==> src/hw/rtl/h264rd_pkg.sv <==
// Shared types and constants of the H.264 RTP depacketizer.
`timescale 1ns / 1ps
`default_nettype none

package h264rd_pkg;

  // NAL unit type fields.
  localparam logic [4:0] FuAType     = 5'd28;
  localparam logic [4:0] SingleLimit = 5'd24;
  localparam int unsigned FuStartBit = 7;

  // Annex B start code, index 0 goes out first.
  localparam logic [3:0][7:0] StartCode = {8'h01, 8'h00, 8'h00, 8'h00};

  // Step of the last result of a start-code burst (four code bytes, then the header).
  localparam logic [2:0] LastStep = 3'd4;

  // Default depth of the command queue between front and back.
  localparam int unsigned DefaultFifoDepth = 4;

  typedef enum logic [1:0] {
    MODE_SINGLE = 2'd0,
    MODE_FUA    = 2'd1,
    MODE_DROP   = 2'd2
  } mode_e;

  typedef enum logic [1:0] {
    POS_FIRST  = 2'd0,
    POS_SECOND = 2'd1,
    POS_LATER  = 2'd2
  } pos_e;

  typedef enum logic [1:0] {
    CMD_ERR    = 2'd0,
    CMD_BYTE   = 2'd1,
    CMD_PREFIX = 2'd2
  } cmd_kind_e;

  // One classified command; a prefix command carries the NAL header byte.
  typedef struct packed {
    cmd_kind_e   kind;
    logic [7:0]  data;
    logic        pdone;
    logic        nstart;
  } cmd_t;

endpackage

`default_nettype wire

==> src/hw/rtl/h264rd_front.sv <==
// Front end: parses payload bytes and turns them into output commands.
`timescale 1ns / 1ps
`default_nettype none

module h264rd_front (
  input  wire logic              clk_i,
  input  wire logic              rst_ni,
  input  wire logic [7:0]        payload_byte_i,
  input  wire logic              payload_end_i,
  input  wire logic              accept_i,
  output logic                   cmd_valid_o,
  output h264rd_pkg::cmd_t       cmd_o
);
  import h264rd_pkg::*;

  pos_e       pos_q, pos_d;
  mode_e      mode_q, mode_d;
  logic [1:0] nri_q, nri_d;
  logic       start_q, start_d;

  logic [4:0] nal_type;
  logic       is_drop;

  assign nal_type = payload_byte_i[4:0];
  // Mode code 3 never occurs but behaves as dropping.
  assign is_drop  = (mode_q != MODE_SINGLE) && (mode_q != MODE_FUA);

  always_comb begin
    pos_d       = pos_q;
    mode_d      = mode_q;
    nri_d       = nri_q;
    start_d     = start_q;
    cmd_valid_o = 1'b0;
    cmd_o.kind   = CMD_ERR;
    cmd_o.data   = 8'h00;
    cmd_o.pdone  = 1'b1;
    cmd_o.nstart = 1'b0;

    if (is_drop) begin
      if (payload_end_i) begin
        pos_d  = POS_FIRST;
        mode_d = MODE_SINGLE;
      end
    end else if (pos_q == POS_FIRST) begin
      if (nal_type == FuAType) begin
        if (payload_end_i) begin
          cmd_valid_o = 1'b1;
          pos_d       = POS_FIRST;
          mode_d      = MODE_SINGLE;
        end else begin
          nri_d   = payload_byte_i[6:5];
          start_d = 1'b0;
          mode_d  = MODE_FUA;
          pos_d   = POS_SECOND;
        end
      end else if ((nal_type != 5'd0) && (nal_type < SingleLimit)) begin
        start_d      = 1'b1;
        cmd_valid_o  = 1'b1;
        cmd_o.kind   = CMD_PREFIX;
        cmd_o.data   = payload_byte_i;
        cmd_o.pdone  = payload_end_i;
        cmd_o.nstart = 1'b1;
        mode_d       = MODE_SINGLE;
        pos_d        = payload_end_i ? POS_FIRST : POS_SECOND;
      end else begin
        cmd_valid_o = 1'b1;
        pos_d       = POS_FIRST;
        mode_d      = payload_end_i ? MODE_SINGLE : MODE_DROP;
      end
    end else if ((mode_q == MODE_FUA) && (pos_q == POS_SECOND)) begin
      if (payload_end_i) begin
        cmd_valid_o = 1'b1;
        pos_d       = POS_FIRST;
        mode_d      = MODE_SINGLE;
      end else begin
        start_d = payload_byte_i[FuStartBit];
        pos_d   = POS_LATER;
        if (payload_byte_i[FuStartBit]) begin
          cmd_valid_o  = 1'b1;
          cmd_o.kind   = CMD_PREFIX;
          cmd_o.data   = {1'b0, nri_q, nal_type};
          cmd_o.pdone  = 1'b0;
          cmd_o.nstart = 1'b1;
        end
      end
    end else begin
      cmd_valid_o  = 1'b1;
      cmd_o.kind   = CMD_BYTE;
      cmd_o.data   = payload_byte_i;
      cmd_o.pdone  = payload_end_i;
      cmd_o.nstart = start_q;
      if (payload_end_i) begin
        pos_d  = POS_FIRST;
        mode_d = MODE_SINGLE;
      end else begin
        pos_d  = POS_LATER;
      end
    end
  end

  always_ff @(posedge clk_i or negedge rst_ni) begin
    if (!rst_ni) begin
      pos_q   <= POS_FIRST;
      mode_q  <= MODE_SINGLE;
      nri_q   <= 2'd0;
      start_q <= 1'b0;
    end else if (accept_i) begin
      pos_q   <= pos_d;
      mode_q  <= mode_d;
      nri_q   <= nri_d;
      start_q <= start_d;
    end
  end

endmodule

`default_nettype wire

==> src/hw/rtl/h264rd_cmd_fifo.sv <==
// Command queue between the parsing front end and the output back end.
`timescale 1ns / 1ps
`default_nettype none

module h264rd_cmd_fifo #(
  parameter int unsigned Depth = h264rd_pkg::DefaultFifoDepth
) (
  input  wire logic              clk_i,
  input  wire logic              rst_ni,
  input  wire logic              push_i,
  input  h264rd_pkg::cmd_t       push_cmd_i,
  output logic                   full_o,
  input  wire logic              pop_i,
  output h264rd_pkg::cmd_t       head_cmd_o,
  output logic                   empty_o
);
  import h264rd_pkg::*;

  localparam int unsigned PtrW = (Depth > 1) ? $clog2(Depth) : 1;
  localparam int unsigned CntW = $clog2(Depth + 1);

  cmd_t            mem_q [Depth];
  logic [PtrW-1:0] wr_ptr_q, wr_ptr_d;
  logic [PtrW-1:0] rd_ptr_q, rd_ptr_d;
  logic [CntW-1:0] count_q, count_d;

  assign full_o     = (count_q == CntW'(Depth));
  assign empty_o    = (count_q == '0);
  assign head_cmd_o = mem_q[rd_ptr_q];

  always_comb begin
    wr_ptr_d = wr_ptr_q;
    rd_ptr_d = rd_ptr_q;
    count_d  = count_q;
    if (push_i) begin
      wr_ptr_d = (wr_ptr_q == PtrW'(Depth - 1)) ? '0 : wr_ptr_q + 1'b1;
    end
    if (pop_i) begin
      rd_ptr_d = (rd_ptr_q == PtrW'(Depth - 1)) ? '0 : rd_ptr_q + 1'b1;
    end
    if (push_i && !pop_i) begin
      count_d = count_q + 1'b1;
    end else if (pop_i && !push_i) begin
      count_d = count_q - 1'b1;
    end
  end

  always_ff @(posedge clk_i or negedge rst_ni) begin
    if (!rst_ni) begin
      wr_ptr_q <= '0;
      rd_ptr_q <= '0;
      count_q  <= '0;
    end else begin
      wr_ptr_q <= wr_ptr_d;
      rd_ptr_q <= rd_ptr_d;
      count_q  <= count_d;
    end
  end

  always_ff @(posedge clk_i) begin
    if (push_i) begin
      mem_q[wr_ptr_q] <= push_cmd_i;
    end
  end

  a_count_bound: assert property (@(posedge clk_i) disable iff (!rst_ni)
    count_q <= CntW'(Depth)) else $error("command queue count above depth");

  a_no_overflow: assert property (@(posedge clk_i) disable iff (!rst_ni)
    !(push_i && full_o && !pop_i)) else $error("push into full command queue");

  a_no_underflow: assert property (@(posedge clk_i) disable iff (!rst_ni)
    !(pop_i && empty_o)) else $error("pop from empty command queue");

endmodule

`default_nettype wire

==> src/hw/rtl/h264rd_back.sv <==
// Back end: expands queued commands into result bytes in an output register.
`timescale 1ns / 1ps
`default_nettype none

module h264rd_back (
  input  wire logic              clk_i,
  input  wire logic              rst_ni,
  input  h264rd_pkg::cmd_t       cmd_i,
  input  wire logic              cmd_empty_i,
  output logic                   cmd_pop_o,
  input  wire logic              pop_i,
  output logic                   empty_o,
  output logic [7:0]             out_byte_o,
  output logic                   item_done_o,
  output logic                   payload_done_o,
  output logic                   nal_start_o,
  output logic                   status_o
);
  import h264rd_pkg::*;

  logic [2:0] step_q, step_d;
  logic       out_valid_q, out_valid_d;
  logic [7:0] byte_q, byte_d;
  logic       idone_q, idone_d;
  logic       pdone_q, pdone_d;
  logic       nstart_q, nstart_d;
  logic       status_q, status_d;

  logic load;
  logic last_step;

  // The output register takes a new result when it is free or being drained.
  assign load      = !cmd_empty_i && (!out_valid_q || pop_i);
  assign last_step = (cmd_i.kind != CMD_PREFIX) || (step_q == LastStep);
  assign cmd_pop_o = load && last_step;

  always_comb begin
    byte_d   = byte_q;
    idone_d  = idone_q;
    pdone_d  = pdone_q;
    nstart_d = nstart_q;
    status_d = status_q;
    unique case (cmd_i.kind)
      CMD_PREFIX: begin
        byte_d   = (step_q == LastStep) ? cmd_i.data : StartCode[step_q[1:0]];
        idone_d  = (step_q == LastStep);
        pdone_d  = (step_q == LastStep) && cmd_i.pdone;
        nstart_d = 1'b1;
        status_d = 1'b0;
      end
      CMD_BYTE: begin
        byte_d   = cmd_i.data;
        idone_d  = 1'b1;
        pdone_d  = cmd_i.pdone;
        nstart_d = cmd_i.nstart;
        status_d = 1'b0;
      end
      default: begin
        byte_d   = 8'h00;
        idone_d  = 1'b1;
        pdone_d  = 1'b1;
        nstart_d = 1'b0;
        status_d = 1'b1;
      end
    endcase
  end

  always_comb begin
    step_d      = step_q;
    out_valid_d = out_valid_q;
    if (pop_i && out_valid_q) begin
      out_valid_d = 1'b0;
    end
    if (load) begin
      out_valid_d = 1'b1;
      step_d      = last_step ? 3'd0 : step_q + 3'd1;
    end
  end

  always_ff @(posedge clk_i or negedge rst_ni) begin
    if (!rst_ni) begin
      step_q      <= 3'd0;
      out_valid_q <= 1'b0;
    end else begin
      step_q      <= step_d;
      out_valid_q <= out_valid_d;
    end
  end

  always_ff @(posedge clk_i) begin
    if (load) begin
      byte_q   <= byte_d;
      idone_q  <= idone_d;
      pdone_q  <= pdone_d;
      nstart_q <= nstart_d;
      status_q <= status_d;
    end
  end

  assign empty_o        = !out_valid_q;
  assign out_byte_o     = byte_q;
  assign item_done_o    = idone_q;
  assign payload_done_o = pdone_q;
  assign nal_start_o    = nstart_q;
  assign status_o       = status_q;

  a_step_bound: assert property (@(posedge clk_i) disable iff (!rst_ni)
    step_q <= LastStep) else $error("burst step out of range");

  a_error_marks: assert property (@(posedge clk_i) disable iff (!rst_ni)
    (out_valid_q && status_q) |-> (idone_q && pdone_q && !nstart_q && byte_q == 8'h00))
    else $error("error result with wrong marks");

  a_burst_pop: assert property (@(posedge clk_i) disable iff (!rst_ni)
    (load && cmd_i.kind == CMD_PREFIX && step_q != LastStep) |=> (step_q != 3'd0))
    else $error("start-code burst ended early");

endmodule

`default_nettype wire

==> src/hw/rtl/h264_rtp_depacketizer.sv <==
// Top level of the streaming H.264 RTP depacketizer (single NAL and FU-A).
`timescale 1ns / 1ps
`default_nettype none

// Streaming H.264 RTP depacketizer. Payload bytes enter one per transfer on the
// push/full side, with payload_end_i high on the last byte of each RTP payload,
// and the Annex B byte stream leaves on the empty/pop side, one byte per
// transfer. A single NAL unit payload is passed through behind a 00 00 00 01
// start code; an FU-A payload loses its indicator and header bytes, and its
// start fragment is preceded by the start code and a rebuilt NAL header. A bad
// NAL type, or an FU-A payload that ends on its first or second byte, gives
// one result with status_o set and out_byte_o zero, and the rest of that
// payload is dropped silently. The front end classifies one input byte per
// clock while the queue is not full and writes at most one command into a
// queue of FifoDepth entries; the back end turns each command into one
// result, or into five results for a start-code burst, and delivers one
// result per clock through its output register while pop is high. So input
// runs at one byte and the output at one result per cycle when unstalled;
// each NAL start adds four extra results, which the queue absorbs; full
// rises only when the queue is full because the output side is slower or
// stalled. An accepted byte's results pass through the command queue and the
// output register; bytes that give no result never enter the queue.
module h264_rtp_depacketizer #(
  parameter int unsigned FifoDepth = h264rd_pkg::DefaultFifoDepth
) (
  input  wire logic       clk_i,
  input  wire logic       rst_ni,
  input  wire logic       push,
  output logic            full,
  input  wire logic [7:0] payload_byte_i,
  input  wire logic       payload_end_i,
  output logic            empty,
  input  wire logic       pop,
  output logic [7:0]      out_byte_o,
  output logic            item_done_o,
  output logic            payload_done_o,
  output logic            nal_start_o,
  output logic            status_o
);
  import h264rd_pkg::*;

  logic in_xfer;
  logic cmd_valid;
  cmd_t cmd_new;
  cmd_t cmd_head;
  logic cmd_empty;
  logic cmd_pop;

  // An input transfer always advances the parser; only bytes that produce
  // output are queued.
  assign in_xfer = push && !full;

  h264rd_front u_front (
    .clk_i          (clk_i),
    .rst_ni         (rst_ni),
    .payload_byte_i (payload_byte_i),
    .payload_end_i  (payload_end_i),
    .accept_i       (in_xfer),
    .cmd_valid_o    (cmd_valid),
    .cmd_o          (cmd_new)
  );

  h264rd_cmd_fifo #(
    .Depth (FifoDepth)
  ) u_cmd_fifo (
    .clk_i      (clk_i),
    .rst_ni     (rst_ni),
    .push_i     (in_xfer && cmd_valid),
    .push_cmd_i (cmd_new),
    .full_o     (full),
    .pop_i      (cmd_pop),
    .head_cmd_o (cmd_head),
    .empty_o    (cmd_empty)
  );

  h264rd_back u_back (
    .clk_i          (clk_i),
    .rst_ni         (rst_ni),
    .cmd_i          (cmd_head),
    .cmd_empty_i    (cmd_empty),
    .cmd_pop_o      (cmd_pop),
    .pop_i          (pop),
    .empty_o        (empty),
    .out_byte_o     (out_byte_o),
    .item_done_o    (item_done_o),
    .payload_done_o (payload_done_o),
    .nal_start_o    (nal_start_o),
    .status_o       (status_o)
  );

endmodule

`default_nettype wire

==> config.mk <==
export PLATFORM = sky130hd
export DESIGN_NAME = h264_rtp_depacketizer
export DESIGN_NICKNAME = d
export VERILOG_FILES = /design/src/hw/rtl/h264rd_pkg.sv /design/src/hw/rtl/h264rd_front.sv /design/src/hw/rtl/h264rd_cmd_fifo.sv /design/src/hw/rtl/h264rd_back.sv /design/src/hw/rtl/h264_rtp_depacketizer.sv
export SDC_FILE = /design/constraint.sdc
export NUM_CORES = 1
export LEC_CHECK = 0
export ABC_AREA = 0
export BUFFER_PORTS_ARGS = -buffer_cell sky130_fd_sc_hd__buf_2
export CAP_MARGIN = 20
export CORE_UTILIZATION = 45
export DETAILED_ROUTE_END_ITERATION = 16
export SYNTH_ARGS = -nofsm -noshare
export SYNTH_HDL_FRONTEND = slang
export SYNTH_SLANG_ARGS = --single-unit
==> constraint.sdc <==
create_clock -name clk_i -period 3.5 [get_ports clk_i]
set_input_delay 0 -clock clk_i [delete_from_list [all_inputs] [get_ports clk_i]]
set_output_delay 0 -clock clk_i [all_outputs]
set_load 0.005 [all_outputs]
* After elaboration in Yosys (flattened, before gate mapping)
Memories as Yosys holds them, arrays and structs flattened. Index checks and enable logic that the tools add are counted.
Cells by class: reduce and logical (&&, ||, !) cells 29, muxes and demuxes 48, add/subtract/negate cells 5, equality and inequality tests 15, bitwise operators 2, magnitude comparators 2
Operators with widths (count):
- 2-to-1 mux 12 bit | 7
- 2-to-1 mux 2 bit | 12
- 2-to-1 mux 1 bit | 20
- binary-select mux 8 bit (select 2 bit) | 1
- 2-to-1 mux 8 bit | 2
- one-hot mux 8 bit (2 select lines) | 1
- logical AND 1 bit | 11
- 2-to-1 mux 3 bit | 3
- nonzero test 2 bit | 4
- adder 3 x 1 -> 3 bit (second input constant) | 2
- == test 2 x 1 -> 1 bit (second input constant) | 3
- == test 2 bit (second input constant) | 3
- == test 3 bit (second input constant) | 2
- inequality test 2 bit (second input constant) | 3
- AND reduction 6 bit | 1
- == test 5 bit (second input constant) | 1
- logical NOT 1 bit | 5
- less-than comparator 5 bit (second input constant) | 1
- AND reduction 5 bit | 1
- nonzero test 5 bit | 1
- adder 2 x 1 -> 2 bit (second input constant) | 2
- inequality test 2 x 1 -> 1 bit (second input constant) | 2
- one-hot mux 1 bit (2 select lines) | 2
- logical NOT 3 bit | 1
- other kinds (8) | 10
Word-level totals: memories kept 1, logic and storage cells 116, bits in writable memories 48, bits in registers 30, output and inout bits 14
Memory list:
- u_cmd_fifo.mem_q | depth 4, bits a word 12, read ports 1, clocked after Yosys merged registers in 0, write ports 1, line h264rd_cmd_fifo.sv:22 | cmd_t mem_q [Depth];

* Longest topological paths before layout
Gate-level depths: netlist of the first run.
word-level depth 10, depth in mapped cells 13, gate-level depth less buffers 11

* By module
A second synthesis of the first run with hierarchy kept.
Second synthesis, totals: cells, all modules 238, area total of the unflattened synthesis 3557.2 um^2
By module, submodules not included:
- h264rd_cmd_fifo | cells each 100, area each 2174.6 um^2, seq. area each 1616.6 um^2, times used 1
- h264rd_back | cells each 54, area each 732.0 um^2, seq. area each 460.4 um^2, times used 1
- h264rd_front | cells each 82, area each 635.6 um^2, seq. area each 175.2 um^2, times used 1
- h264_rtp_depacketizer | cells each 2, area each 15.0 um^2, seq. area each 0.0 um^2, times used 1

* Least setup slack after synthesis of the first run
No wires, ideal clock.
path kind register to register, start point register u_cmd_fifo.rd_ptr_q[0], end point register u_cmd_fifo.count_q[2], setup time 79 ps, setup slack 633 ps, data arrival time 2788 ps, cell stages (with the launch flop) 14, path through dfrtp_1 > buf_2 > buf_4 > mux4_2 > inv_1 > ha_1 > nand2_1 > nand2_1 > ha_1 > inv_1 > fa_1 > xor2_1 > nor2_1 > xor2_1
Between the ends: cells in the longest elaborated chain, start to end 7, elaborated cells on any way between the ends 9, classes of those cells 1 x eq/ne; 1 x mux; 6 x reduce/logical; 1 x memory
Ends and longest elaborated chain:
- start: declaration | line h264rd_cmd_fifo.sv:24 | logic [PtrW-1:0] rd_ptr_q, rd_ptr_d;
- start signal: assignment | line h264rd_cmd_fifo.sv:55 | rd_ptr_q <= rd_ptr_d;
- memory read (4 x 12 bit) *
- inequality test 2 bit * | line h264rd_back.sv:34 | assign last_step = (cmd_i.kind != CMD_PREFIX) || (step_q == LastStep);
- logical OR 1 bit * | line h264rd_back.sv:34
- logical AND 1 bit * | line h264rd_back.sv:35 | assign cmd_pop_o = load && last_step;
- logical NOT 1 bit | line h264rd_cmd_fifo.sv:41 | if (push_i && !pop_i) begin
- logical AND 1 bit | line h264rd_cmd_fifo.sv:41
- 2-to-1 mux 3 bit / nonzero test 2 bit (equally long branches)
- end signal: assignment | line h264rd_cmd_fifo.sv:56 | count_q <= count_d;
- end: declaration | line h264rd_cmd_fifo.sv:25 | logic [CntW-1:0] count_q, count_d;
Every way passes the cells marked *; elsewhere a longest branch is shown, timed or not. A chain may end at the register's enable or synchronous reset.

* Final worst setup path of the first run
Same ends and word-level chain as after synthesis.

==> impl_metrics.csv, run 1 <==
group,metric,value,unit
synthesis,async_flop_share,23.08,%
timing,max_freq,361.5,MHz
finish,final_cell_area,4019,µm²
critical_path,endpoint,"u_cmd_fifo.count_q[2]",
global_route,grt_max_degree,19,
placed_design,io_buffers,26,
placed_design,detailed_place_hpwl,4196,µm
critical_path,r2r_end,"u_cmd_fifo.count_q[2]",
timing,maxSlewHeadroom,69.73,%
finish,n_antenna_cell,0,
critical_path,critPathMaxFanout,6,
finish,stdcell_count,380,
route,drc,0,
clocking,clk_pin_slew,0.08,ns
global_route,gr-total-overflow,0,
timing,setup_viol,0,
clocking,cts_max_level,3,
finish,areaGrowthSynthToFinish,13.18,%
critical_path,end_kind,"flip-flop",
clocking,cts.sinks,78,
synthesis,synthFlopType,"edfxtp_1",
power,peakVddDrop,0.3073,mV
global_route,antenna_found_initial,0,
power,report.power.total,0.003383,W
timing,drv_slew,0,
route,firstDrtPassIters,4,
route,vias_per_cell,5.163,
synthesis,synth_edf_count,60,
min_path,worstHoldPathType,"input pin to flip-flop",
critical_path,critPathArrivalTime,3.04,ns
synthesis,syn_inst,234,
timing,holdWs,0.03824,ns
clocking,ctsResizeCount,0,
clocking,tritoncts,"yes",
critical_path,worstReg2RegStart,"u_cmd_fifo.rd_ptr_q[0]",
timing,hold_viol_final,0,
placed_design,dp_cells,359,
floorplan,start_util,46.19,%
timing,rsz0062_at_grt,"false",
critical_path,rr_worst_depth,11,
synthesis,yosys_warnings,0,
synthesis,post_synth.cell_area_avg,15.17,µm²
clocking,cts-root-buf,"clkbuf_8",
floorplan,dieArea,8250,µm²
synthesis,syn_nets,258,
critical_path,r2r_slack,0.73,ns
outcome,status,"complete, no violations",
route,wl_per_cell,15.53,µm
timing,finalCritPeriodShare,79.03,%
clocking,clk_path_buf_depth,2,
clocking,clock_latency,0.34,ns
global_route,grt_pass1_wl,9949,µm
route,wirelength,5903,µm
placed_design,place_congestion,0.7839,
power,powerDensity,841.8,nW/µm²
finish,final_nets,297,
critical_path,startpoint,"u_cmd_fifo.rd_ptr_q[0]",
clocking,cts_inserted_buffers,9,
floorplan,fp.coreArea,7687,µm²
synthesis,ys_seq_elements,78,
global_route,grt_pass1_vias,1986,
route,antenna_left,0,
synthesis,synth_seq_area_share,63.42,%
floorplan,rows,32,
finish,drive_gt1_share,28.06,%
timing,worst_pin_slew,0.4541,ns
clocking,cts_hold_buf,5,
synthesis,synth_area,3551,µm²
floorplan,die-width,90.83,µm
floorplan,die_h,90.83,µm
placed_design,post_dp_cell_area,3787,µm²
timing,fin_skew,0.007903,ns
global_route,grtUsageTotal,15.92,%
job,drv_cap,0,
synthesis,post_synth_num_cell_types,53,
clocking,cts_setup_buffers,0,
power,leakage,1.537,nW
critical_path,critPathLaunchType,"flip-flop",
critical_path,required,3.77,ns
timing,tns,0,ns
floorplan,io_pins,27,
route,dr.first_iter.drc_count,80,
timing,finalCriticalPeriod,2.766,ns
route,vias,1962,
critical_path,crit_type,"flip-flop to flip-flop",
-- Yosys cell counts (2+ instances only) --
master	instances	area, µm²
a21oi_1	8	40.04
nand2b_1	4	25.02
nor2b_1	8	50.05
dfrtp_1	18	450.4
mux4_2	12	270.3
mux2_2	5	56.30
a22oi_1	2	15.01
and2_2	6	45.04
and2_1	4	25.02
nand4_1	3	18.77
a41oi_1	2	17.52
a21o_1	4	30.03
nand3_1	2	10.01
o21ai_0	8	40.04
buf_6	2	22.52
inv_1	12	45.04
nand2_1	10	37.54
mux2_4	2	30.03
edfxtp_1	60	1802
buf_2	2	10.01
ha_1	10	125.1
xor2_1	2	17.52
nor2_1	17	63.81
nand3_2	2	20.02
-- flip-flops by register name, summed over array words and instances (netlist names) --
register / cells
u_back.item_done_o: 1
u_back.nal_start_o: 1
u_front.nri_q: 2
u_cmd_fifo.mem_q: 48
u_cmd_fifo.rd_ptr_q: 2
u_cmd_fifo.wr_ptr_q: 2
u_back.out_valid_q: 1
u_back.payload_done_o: 1
u_front.start_q: 1
u_back.out_byte_o: 8
u_back.step_q: 3
u_back.status_o: 1
u_front.mode_q: 2
u_front.pos_q: 2
u_cmd_fifo.count_q: 3
-- metrics by stage --
stage               setup WS [ns]  utilization [%]
floorplan                  0.6332                -
global placement           0.7870            49.27
detailed placement         0.7103            49.27
CTS                        0.6930            52.28
global route               0.4418            52.28
finish                     0.7338            52.28
-- logic make-up after synthesis --
kind of cell	after synthesis	synth area share, %
muxes	20	10.32
xor gates and xnor gates	3	0.7401
buffers and inverters	19	2.678
and+or+nand+nor	69	11.87
DFF	78	63.42
AOI/OAI and AO/OA	34	6.871
adders and majority gates	11	4.087
-- report_power, final --
part,internal (W),switching (W)
Combinational,0.000571,0.000624
Clock,0.000324,0.000311
Sequential,0.00139,0.000161
-- critical path, stage by stage, from the launching register on --
cell and delay, ns:
dfrtp_1 0.47, mux4_2 0.55, inv_1 0.07, ha_1 0.24, nand2_1 0.11, nand2_1 0.15
ha_1 0.20, inv_1 0.06, fa_1 0.43, xor2_1 0.17, nor2_1 0.11, xor2_1 0.14
-- worst min path at each step --
| stage | startpoint | end | cells after the start |
|---|---|---|---|
| floorplan | rst_ni | u_back.out_valid_q | 0 |
| global placement | rst_ni | u_back.step_q[1] | 1 |
| detailed placement | rst_ni | u_back.step_q[1] | 1 |
| CTS | payload_end_i | u_front.mode_q[1] | 2 |
| global route | payload_end_i | u_front.pos_q[1] | 2 |
| finish | payload_end_i | u_front.mode_q[1] | 2 |
-- placed cells by master, fill, tap and decap left out, drive strengths merged, types with 2 or more instances in the layout --
master	n
buf	29
dfrtp	18
nand2	10
nand3	4
ha	10
a22oi	2
xor2	2
inv	13
a21oi	9
a21o	4
nor2	18
mux4	12
clkinv	4
nor2b	8
and2	10
nand4	3
o21ai	9
mux2	7
edfxtp	60
dlygate4sd3	5
a41oi	2
nand2b	4
clkbuf	11
or2	2
-- routing by layer --
metal / up-vias / share of wire [%] / global-route usage, %
met5: - / 0 / 0
met4: 0 / 2.2 / 8.333
met3: 11 / 3.4 / 2.273
met2: 43 / 48 / 25.38
met1: 954 / 46 / 21.24
li1: 954 / - / -
-- final cells by class --
type                            instances  area, µm²
Tap cell                              102      127.6
Multi-Input combinational cell        137       1204
Timing Repair Buffer                   34      202.7
Sequential cell                        78       2252
Clock buffer                           11      131.4
Fill cell                             674       3669
Inverter                               13      51.30
Clock inverter                          5      50.05
No activity file was read; power rests on OpenSTA's default activity.
==> inputs of run 2 (changes only) <==
==> constraint.sdc (replaced) <==
create_clock -name clk_i -period 2.6 [get_ports clk_i]
set_input_delay 0 -clock clk_i [delete_from_list [all_inputs] [get_ports clk_i]]
set_output_delay 0 -clock clk_i [all_outputs]
set_load 0.005 [all_outputs]
==> run 2 against run 1 <==
- non-clock buffer count grew 4
- sequential cell count is the same
- fmax grew 14%
==> impl_metrics.csv, run 2 (synthesis results as in run 1) <==
group,metric,value,unit
outcome,status,"complete, no violations",
placed_design,io_buffers,26,
power,swShare,32.76,%
route,vias,1935,
route,dr.first_iter.drc_count,61,
power,p_comb_share,37.5,%
finish,drive_gt1_share,33.69,%
clocking,clk_pin_slew,0.08,ns
clocking,cts_max_level,3,
critical_path,rr_worst_depth,11,
floorplan,rows,32,
job,drv_cap,0,
route,wirelength_met1,2847,µm
route,vias_per_cell,5.039,
finish,n_fill_cell,678,
critical_path,startpoint,"u_cmd_fifo.rd_ptr_q[0]",
clocking,cts-root-buf,"clkbuf_8",
global_route,gr-total-overflow,0,
finish,final_nets,301,
critical_path,r2r_end,"u_cmd_fifo.count_q[2]",
critical_path,slowest_stage,"mux4_2",
power,report.power.total,0.004771,W
power,peakVddDrop,0.5365,mV
floorplan,start_util,46.19,%
clocking,clock_latency,0.34,ns
finish,final_cell_mix,"60 x edfxtp_1, 26 x buf_2, 17 x nor2_1, 17 x dfrtp_1, 12 x mux4_2",
critical_path,r2r_slack,0.17,ns
timing,finalCriticalPeriod,2.425,ns
clocking,clk_path_buf_depth,2,
global_route,grt_max_degree,19,
floorplan,fp.coreArea,7687,µm²
placed_design,post_dp_cell_area,3831,µm²
critical_path,worstReg2RegStart,"u_cmd_fifo.rd_ptr_q[0]",
global_route,grt_pass1_wl,9660,µm
clocking,cts_inserted_buffers,9,
route,wl_per_cell,15.26,µm
min_path,worstHoldPathType,"input pin to flip-flop",
timing,finalCritPeriodShare,93.28,%
finish,areaGrowthSynthToFinish,15.96,%
timing,fin_skew,0.01298,ns
finish,layout_commonest_cell,"edfxtp_1",
timing,hold_viol_final,0,
clocking,cts.sinks,78,
route,antenna_left,0,
finish,final_cell_area,4118,µm²
route,routed.top_layer,"met4",
finish,largest_reg_flops,48,
finish,top_register,"u_cmd_fifo.mem_q",
power,powerDensity,1159,nW/µm²
finish,n_antenna_cell,0,
placed_design,detailed_place_hpwl,4218,µm
critical_path,critPathMaxFanout,6,
power,switchingPower,0.001563,W
route,wirelength,5860,µm
floorplan,die-width,90.83,µm
power,clockPowerShare,19.1,%
placed_design,place_congestion,0.7894,
timing,tns,0,ns
critical_path,worst_path_largest_cell_delay,0.53,ns
critical_path,endpoint,"u_cmd_fifo.count_q[2]",
critical_path,critPathLaunchType,"flip-flop",
timing,maxSlewHeadroom,71.17,%
critical_path,crit_type,"flip-flop to flip-flop",
critical_path,end_kind,"flip-flop",
route,route.met2.wl,2768,µm
timing,worst_pin_slew,0.4325,ns
critical_path,required,2.87,ns
global_route,grtUsageTotal,15.59,%
timing,max_freq,412.3,MHz
route,drc,0,
floorplan,die_h,90.83,µm
global_route,antenna_found_initial,0,
floorplan,io_pins,27,
power,leakage,1.562,nW
timing,rsz0062_at_grt,"false",
power,p_int,0.003208,W
critical_path,worstPathCellList,"mux4_2 > inv_2 > ha_4 > nand2_4 > nand2_4 > ha_4 > inv_1 > fa_2 > xor2_1 > nor2_1 > xor2_1",
floorplan,dieArea,8250,µm²
clocking,tritoncts,"yes",
critical_path,critPathArrivalTime,2.69,ns
route,met3_length,187,µm
route,firstDrtPassIters,4,
global_route,grt_pass1_vias,1996,
power,power_frac_seq,43.4,%
timing,drv_slew,0,
timing,setup_viol,0,
-- run 2: cell types whose count changed in the layout (fill, tap and decap cells not counted), sizes merged --
cell,delta
clkbuf,-2
clkinvlp,+3
clkinv,-4
buf,+4
inv,+3
-- run 2: cell type report --
| class | instances | area (µm²) | share of cell area [%] |
|---|---|---|---|
| clock buffer | 9 | 123.9 | 3.008 |
| clock inverter | 7 | 78.83 | 1.914 |
| multi-input combinational | 137 | 1250 | 30.36 |
| sequential | 78 | 2253 | 54.72 |
| timing repair buffer | 38 | 232.7 | 5.652 |
| tap | 102 | 127.6 | 3.099 |
| inverter | 13 | 51.30 | 1.246 |
-- run 2: layer usage --
layer	global-route usage, %	vias to the layer above
met2	24.37	32
met1	20.69	939
met5	0	-
met3	4.125	5
met4	6.481	0
li1	-	959
-- run 2: critical path, delay by kind of cell (launching register included) --
family	cells	cell delay, ns
xor gates and xnor gates	2	0.31
adders and majority gates	3	0.67
buffers and inverters	2	0.13
DFF	1	0.42
muxes	1	0.53
and+or+nand+nor	3	0.27
-- run 2: worst min-delay path by stage --
stage                              from  depth (start not counted)                  to  slack [ns]
after floorplan                  rst_ni                          0  u_back.out_valid_q       -0.30
after global placement           rst_ni                          1    u_back.step_q[0]       -0.03
after detailed placement         rst_ni                          1    u_back.step_q[0]       -0.03
after CTS                 payload_end_i                          2   u_front.mode_q[1]       0.008
after global routing      payload_end_i                          2   u_front.mode_q[1]        0.02
final                     payload_end_i                          2   u_front.mode_q[1]        0.02
-- run 2: through the flow --
stage | hold slack, ns | util [%] | worst slack [ns] | cells
final | 0.02448 | 53.56 | 0.1746 | 384
after CTS | 0.008060 | 53.13 | 0.009004 | 381
after global placement | -0.02755 | 49.84 | 0.1208 | 360
after detailed placement | -0.02815 | 49.84 | 0.02935 | 360
after floorplan | -0.2956 | - | 0.02678 | 234
after global routing | 0.01718 | 53.56 | 0.01330 | 384
-- run 2: timing repair --
item,in CTS,in global routing
resized for setup,0,3
setup buffers,0,3
setup endpoints to repair,0,1
hold buffers,5,0
hold endpoints to repair,22,0
-- run 2: power groups by stage --
stage	combinational, W	sequential [W]	clock [W]
after global placement	0.00172	0.00209	0
after floorplan	0.00138	0.00204	0
final	0.00179	0.00207	0.000913
after global routing	0.00200	0.00211	0.000992
after CTS	0.00176	0.00207	0.000941
after detailed placement	0.00175	0.00210	0
==> inputs of run 3 (changes only) <==
--- a/config.mk
+++ b/config.mk
@@ -5,7 +5,7 @@
 export SDC_FILE = /design/constraint.sdc
 export NUM_CORES = 1
 export LEC_CHECK = 0
-export ABC_AREA = 0
+export ABC_AREA = 1
 export BUFFER_PORTS_ARGS = -buffer_cell sky130_fd_sc_hd__buf_2
 export CAP_MARGIN = 20
 export CORE_UTILIZATION = 45
==> run 3 against run 2 <==
- global-route usage is 2.4 points higher
- critical path depth is 3 higher
- routed wire length is 17% higher
- synthesized cell count is 43% higher
- die area is 0.21% lower
- first-iteration DRC count is 120% higher
- design area is 0.61% higher
- cell count is 27% higher
- clock skew is 0.0069 ns lower
- sequential cell count stayed put
- core utilization is 2.1 points higher
- largest cell class unchanged
==> impl_metrics.csv, run 3 <==
group,metric,value,unit
finish,areaGrowthSynthToFinish,16.91,%
synthesis,syn_inst,334,
clocking,cts_inserted_buffers,9,
synthesis,synth_seq_area_share,63.56,%
power,swShare,37.39,%
finish,finish.utilization,55.63,%
synthesis,post_synth_num_cell_types,33,
finish,n_fill_cell,657,
critical_path,worstReg2RegStart,"u_cmd_fifo.rd_ptr_q[0]",
synthesis,synth_most_common_cell,"edfxtp_1",
timing,fin_skew,0.006083,ns
floorplan,die_h,90.74,µm
route,dr.first_iter.drc_count,134,
clocking,tritoncts,"yes",
finish,n_antenna_cell,0,
critical_path,startpoint,"u_cmd_fifo.rd_ptr_q[0]",
global_route,antenna_found_initial,0,
timing,drv_slew,0,
placed_design,detailed_place_hpwl,4762,µm
outcome,status,"complete, no violations",
floorplan,die-width,90.74,µm
synthesis,synth.area.top_cells,"edfxtp_1 51%, dfrtp_1 13%, nor2_1 5.2%",
synthesis,synthTopCellsByCount,"60 x edfxtp_1, 49 x nor2_1, 45 x nand2_1",
floorplan,fp.coreArea,7447,µm²
placed_design,place_congestion,0.8945,
min_path,worstHoldPathType,"input pin to flip-flop",
critical_path,critPathLaunchType,"flip-flop",
power,power_frac_seq,41.9,%
critical_path,end_kind,"flip-flop",
timing,tns,0,ns
critical_path,r2r_end,"u_cmd_fifo.count_q[2]",
critical_path,slowest_stage,"dfrtp_2",
route,wl_per_cell,14.14,µm
clocking,cts_max_level,3,
synthesis,post_synth.cell_area_avg,10.61,µm²
finish,drive_gt1_share,23.00,%
synthesis,synth_area,3543,µm²
critical_path,crit_type,"flip-flop to flip-flop",
global_route,grtUsageTotal,18.03,%
route,drc,0,
timing,finalCriticalPeriod,2.417,ns
power,leakage,1.783,nW
clocking,cts-root-buf,"clkbuf_8",
clocking,clk_path_buf_depth,2,
synthesis,synthFlopType,"edfxtp_1",
placed_design,io_buffers,26,
finish,final_nets,406,
power,clockPowerShare,19.4,%
clocking,cts.sinks,78,
power,p_comb_share,38.7,%
clocking,clock_latency,0.34,ns
placed_design,post_dp_cell_area,3860,µm²
synthesis,synth.top_cell.area_share,50.85,%
global_route,grt_max_degree,19,
timing,maxSlewHeadroom,50.38,%
synthesis,async_flop_share,23.08,%
route,wirelength,6871,µm
route,vias_per_cell,4.949,
timing,rsz0062_at_grt,"false",
route,vias,2405,
floorplan,start_util,47.58,%
finish,top_register,"u_cmd_fifo.mem_q",
route,antenna_left,0,
critical_path,critPathArrivalTime,2.64,ns
job,drv_cap,0,
finish,layout_commonest_cell,"edfxtp_1",
power,powerDensity,1153,nW/µm²
synthesis,yosys_warnings,0,
floorplan,io_pins,27,
synthesis,ys_seq_elements,78,
timing,finalCritPeriodShare,92.94,%
clocking,clk_pin_slew,0.09,ns
global_route,grt_pass1_vias,2248,
synthesis,syn_nets,358,
global_route,gr-total-overflow,0,
power,switchingPower,0.001786,W
floorplan,dieArea,8233,µm²
power,peakVddDrop,0.4416,mV
global_route,grt_pass1_wl,11190,µm
finish,largest_reg_flops,48,
critical_path,worst_path_largest_cell_delay,0.47,ns
critical_path,rr_worst_depth,14,
critical_path,worstPathCellList,"inv_4 > nand2_1 > a32oi_2 > ha_2 > nand2_1 > inv_1 > nor2_1 > inv_1 > ha_2 > inv_2 > fa_2 > a21oi_2 > o21ai_1 > xor2_1",
critical_path,critPathMaxFanout,7,
timing,max_freq,413.8,MHz
floorplan,rows,31,
timing,hold_viol_final,0,
finish,final_cell_mix,"60 x edfxtp_1, 49 x nor2_1, 45 x nand2_1, 39 x inv_1, 29 x o21ai_0",
finish,final_cell_area,4143,µm²
critical_path,required,2.83,ns
critical_path,endpoint,"u_cmd_fifo.count_q[2]",
synthesis,synth_edf_count,60,
timing,setup_viol,0,
route,firstDrtPassIters,4,
critical_path,r2r_slack,0.18,ns
timing,worst_pin_slew,0.7375,ns
power,p_int,0.002991,W
synthesis,synth_top_cell_by_area,"edfxtp_1",
==> run 3: cell types whose count changed after synthesis, moves of 7 or more <==
cell	previous run	this run
a21oi_1	8	17
inv_1	12	41
inv_2	0	7
mux4_2	12	0
nand2_1	10	45
nand3_1	2	13
nor2_1	17	49
nor2b_1	8	0
o21ai_0	8	30
==> run 3: area by class of cell <==
class | count | area (µm²) | share of cell area (%)
Clock buffer | 9 | 123.9 | 2.990
Clock inverter | 7 | 81.33 | 1.963
Inverter | 48 | 182.7 | 4.410
Multi-Input combinational cell | 201 | 1102 | 26.61
Sequential cell | 78 | 2253 | 54.39
Tap cell | 99 | 123.9 | 2.990
Timing Repair Buffer | 44 | 275.3 | 6.645
==> run 3: what timing repair did <==
action	4_1_cts	5_1_grt
hold buffers	4	0
hold endpoints to repair	21	0
resized for setup	0	11
setup endpoints to repair	0	2
buffers inserted	0	1
==> run 3: worst min path at each step <==
stage,startpoint,to,slack (ns),depth (start not counted)
after global placement,rst_ni,u_cmd_fifo.wr_ptr_q[1],-0.02,1
final,payload_end_i,u_front.pos_q[0],0.02,4
after floorplan,rst_ni,u_back.out_valid_q,-0.30,0
after global routing,payload_byte_i[0],u_cmd_fifo.mem_q[3][2],0.05,3
after CTS,payload_end_i,u_front.pos_q[0],0.009,4
after detailed placement,rst_ni,u_cmd_fifo.wr_ptr_q[1],-0.01,1
==> run 3: metal layers <==
metal  GRT usage [%]  wire (µm)
met1           23.47       3149
met2           29.86       3310
met3           3.788        340
met4           6.183         70
met5               0          0
==> run 3: cell families (layout without fill, tap and decap cells) <==
family | Yosys count | count (layout) | share of synthesized area, %
fa+ha+maj | 11 | 11 | 4.096
flops | 78 | 78 | 63.56
simple gates | 126 | 126 | 16.10
buf+inv | 55 | 108 | 6.074
compound gates | 61 | 61 | 9.428
xor+xnor | 3 | 3 | 0.7417
==> run 3: critical path, delay by kind of cell, from the launching register on <==
kind	cells	cell delay (ns)
AO/OA/AOI/OAI	3	0.47
XOR/XNOR	1	0.14
adder cells (fa/ha/maj)	3	0.72
buffers and inverters	4	0.29
flip-flops	1	0.47
AND/OR/NAND/NOR	3	0.20
==> run 3: power groups by stage <==
stage / clock network (W) / registers [W] / logic [W]
5_1_grt: 0.000996 / 0.00204 / 0.00211
6_report: 0.000926 / 0.00200 / 0.00185
3_3_place_gp: 0 / 0.00202 / 0.00174
2_1_floorplan: 0 / 0.00201 / 0.00119
4_1_cts: 0.000941 / 0.00200 / 0.00179
3_5_place_dp: 0 / 0.00202 / 0.00177
==> run 3: per-stage QoR <==
| stage | hold slack (ns) | cells | power (W) | worst slack (ns) |
|---|---|---|---|---|
| after global routing | 0.05097 | 486 | 0.005146 | 0.01575 |
| after global placement | -0.01944 | 465 | 0.003760 | 0.1612 |
| after detailed placement | -0.01391 | 465 | 0.003794 | 0.03138 |
| after CTS | 0.009410 | 485 | 0.004725 | 0.01661 |
| after floorplan | -0.2956 | 334 | 0.003197 | 0.009660 |
| final | 0.02155 | 486 | 0.004777 | 0.1835 |
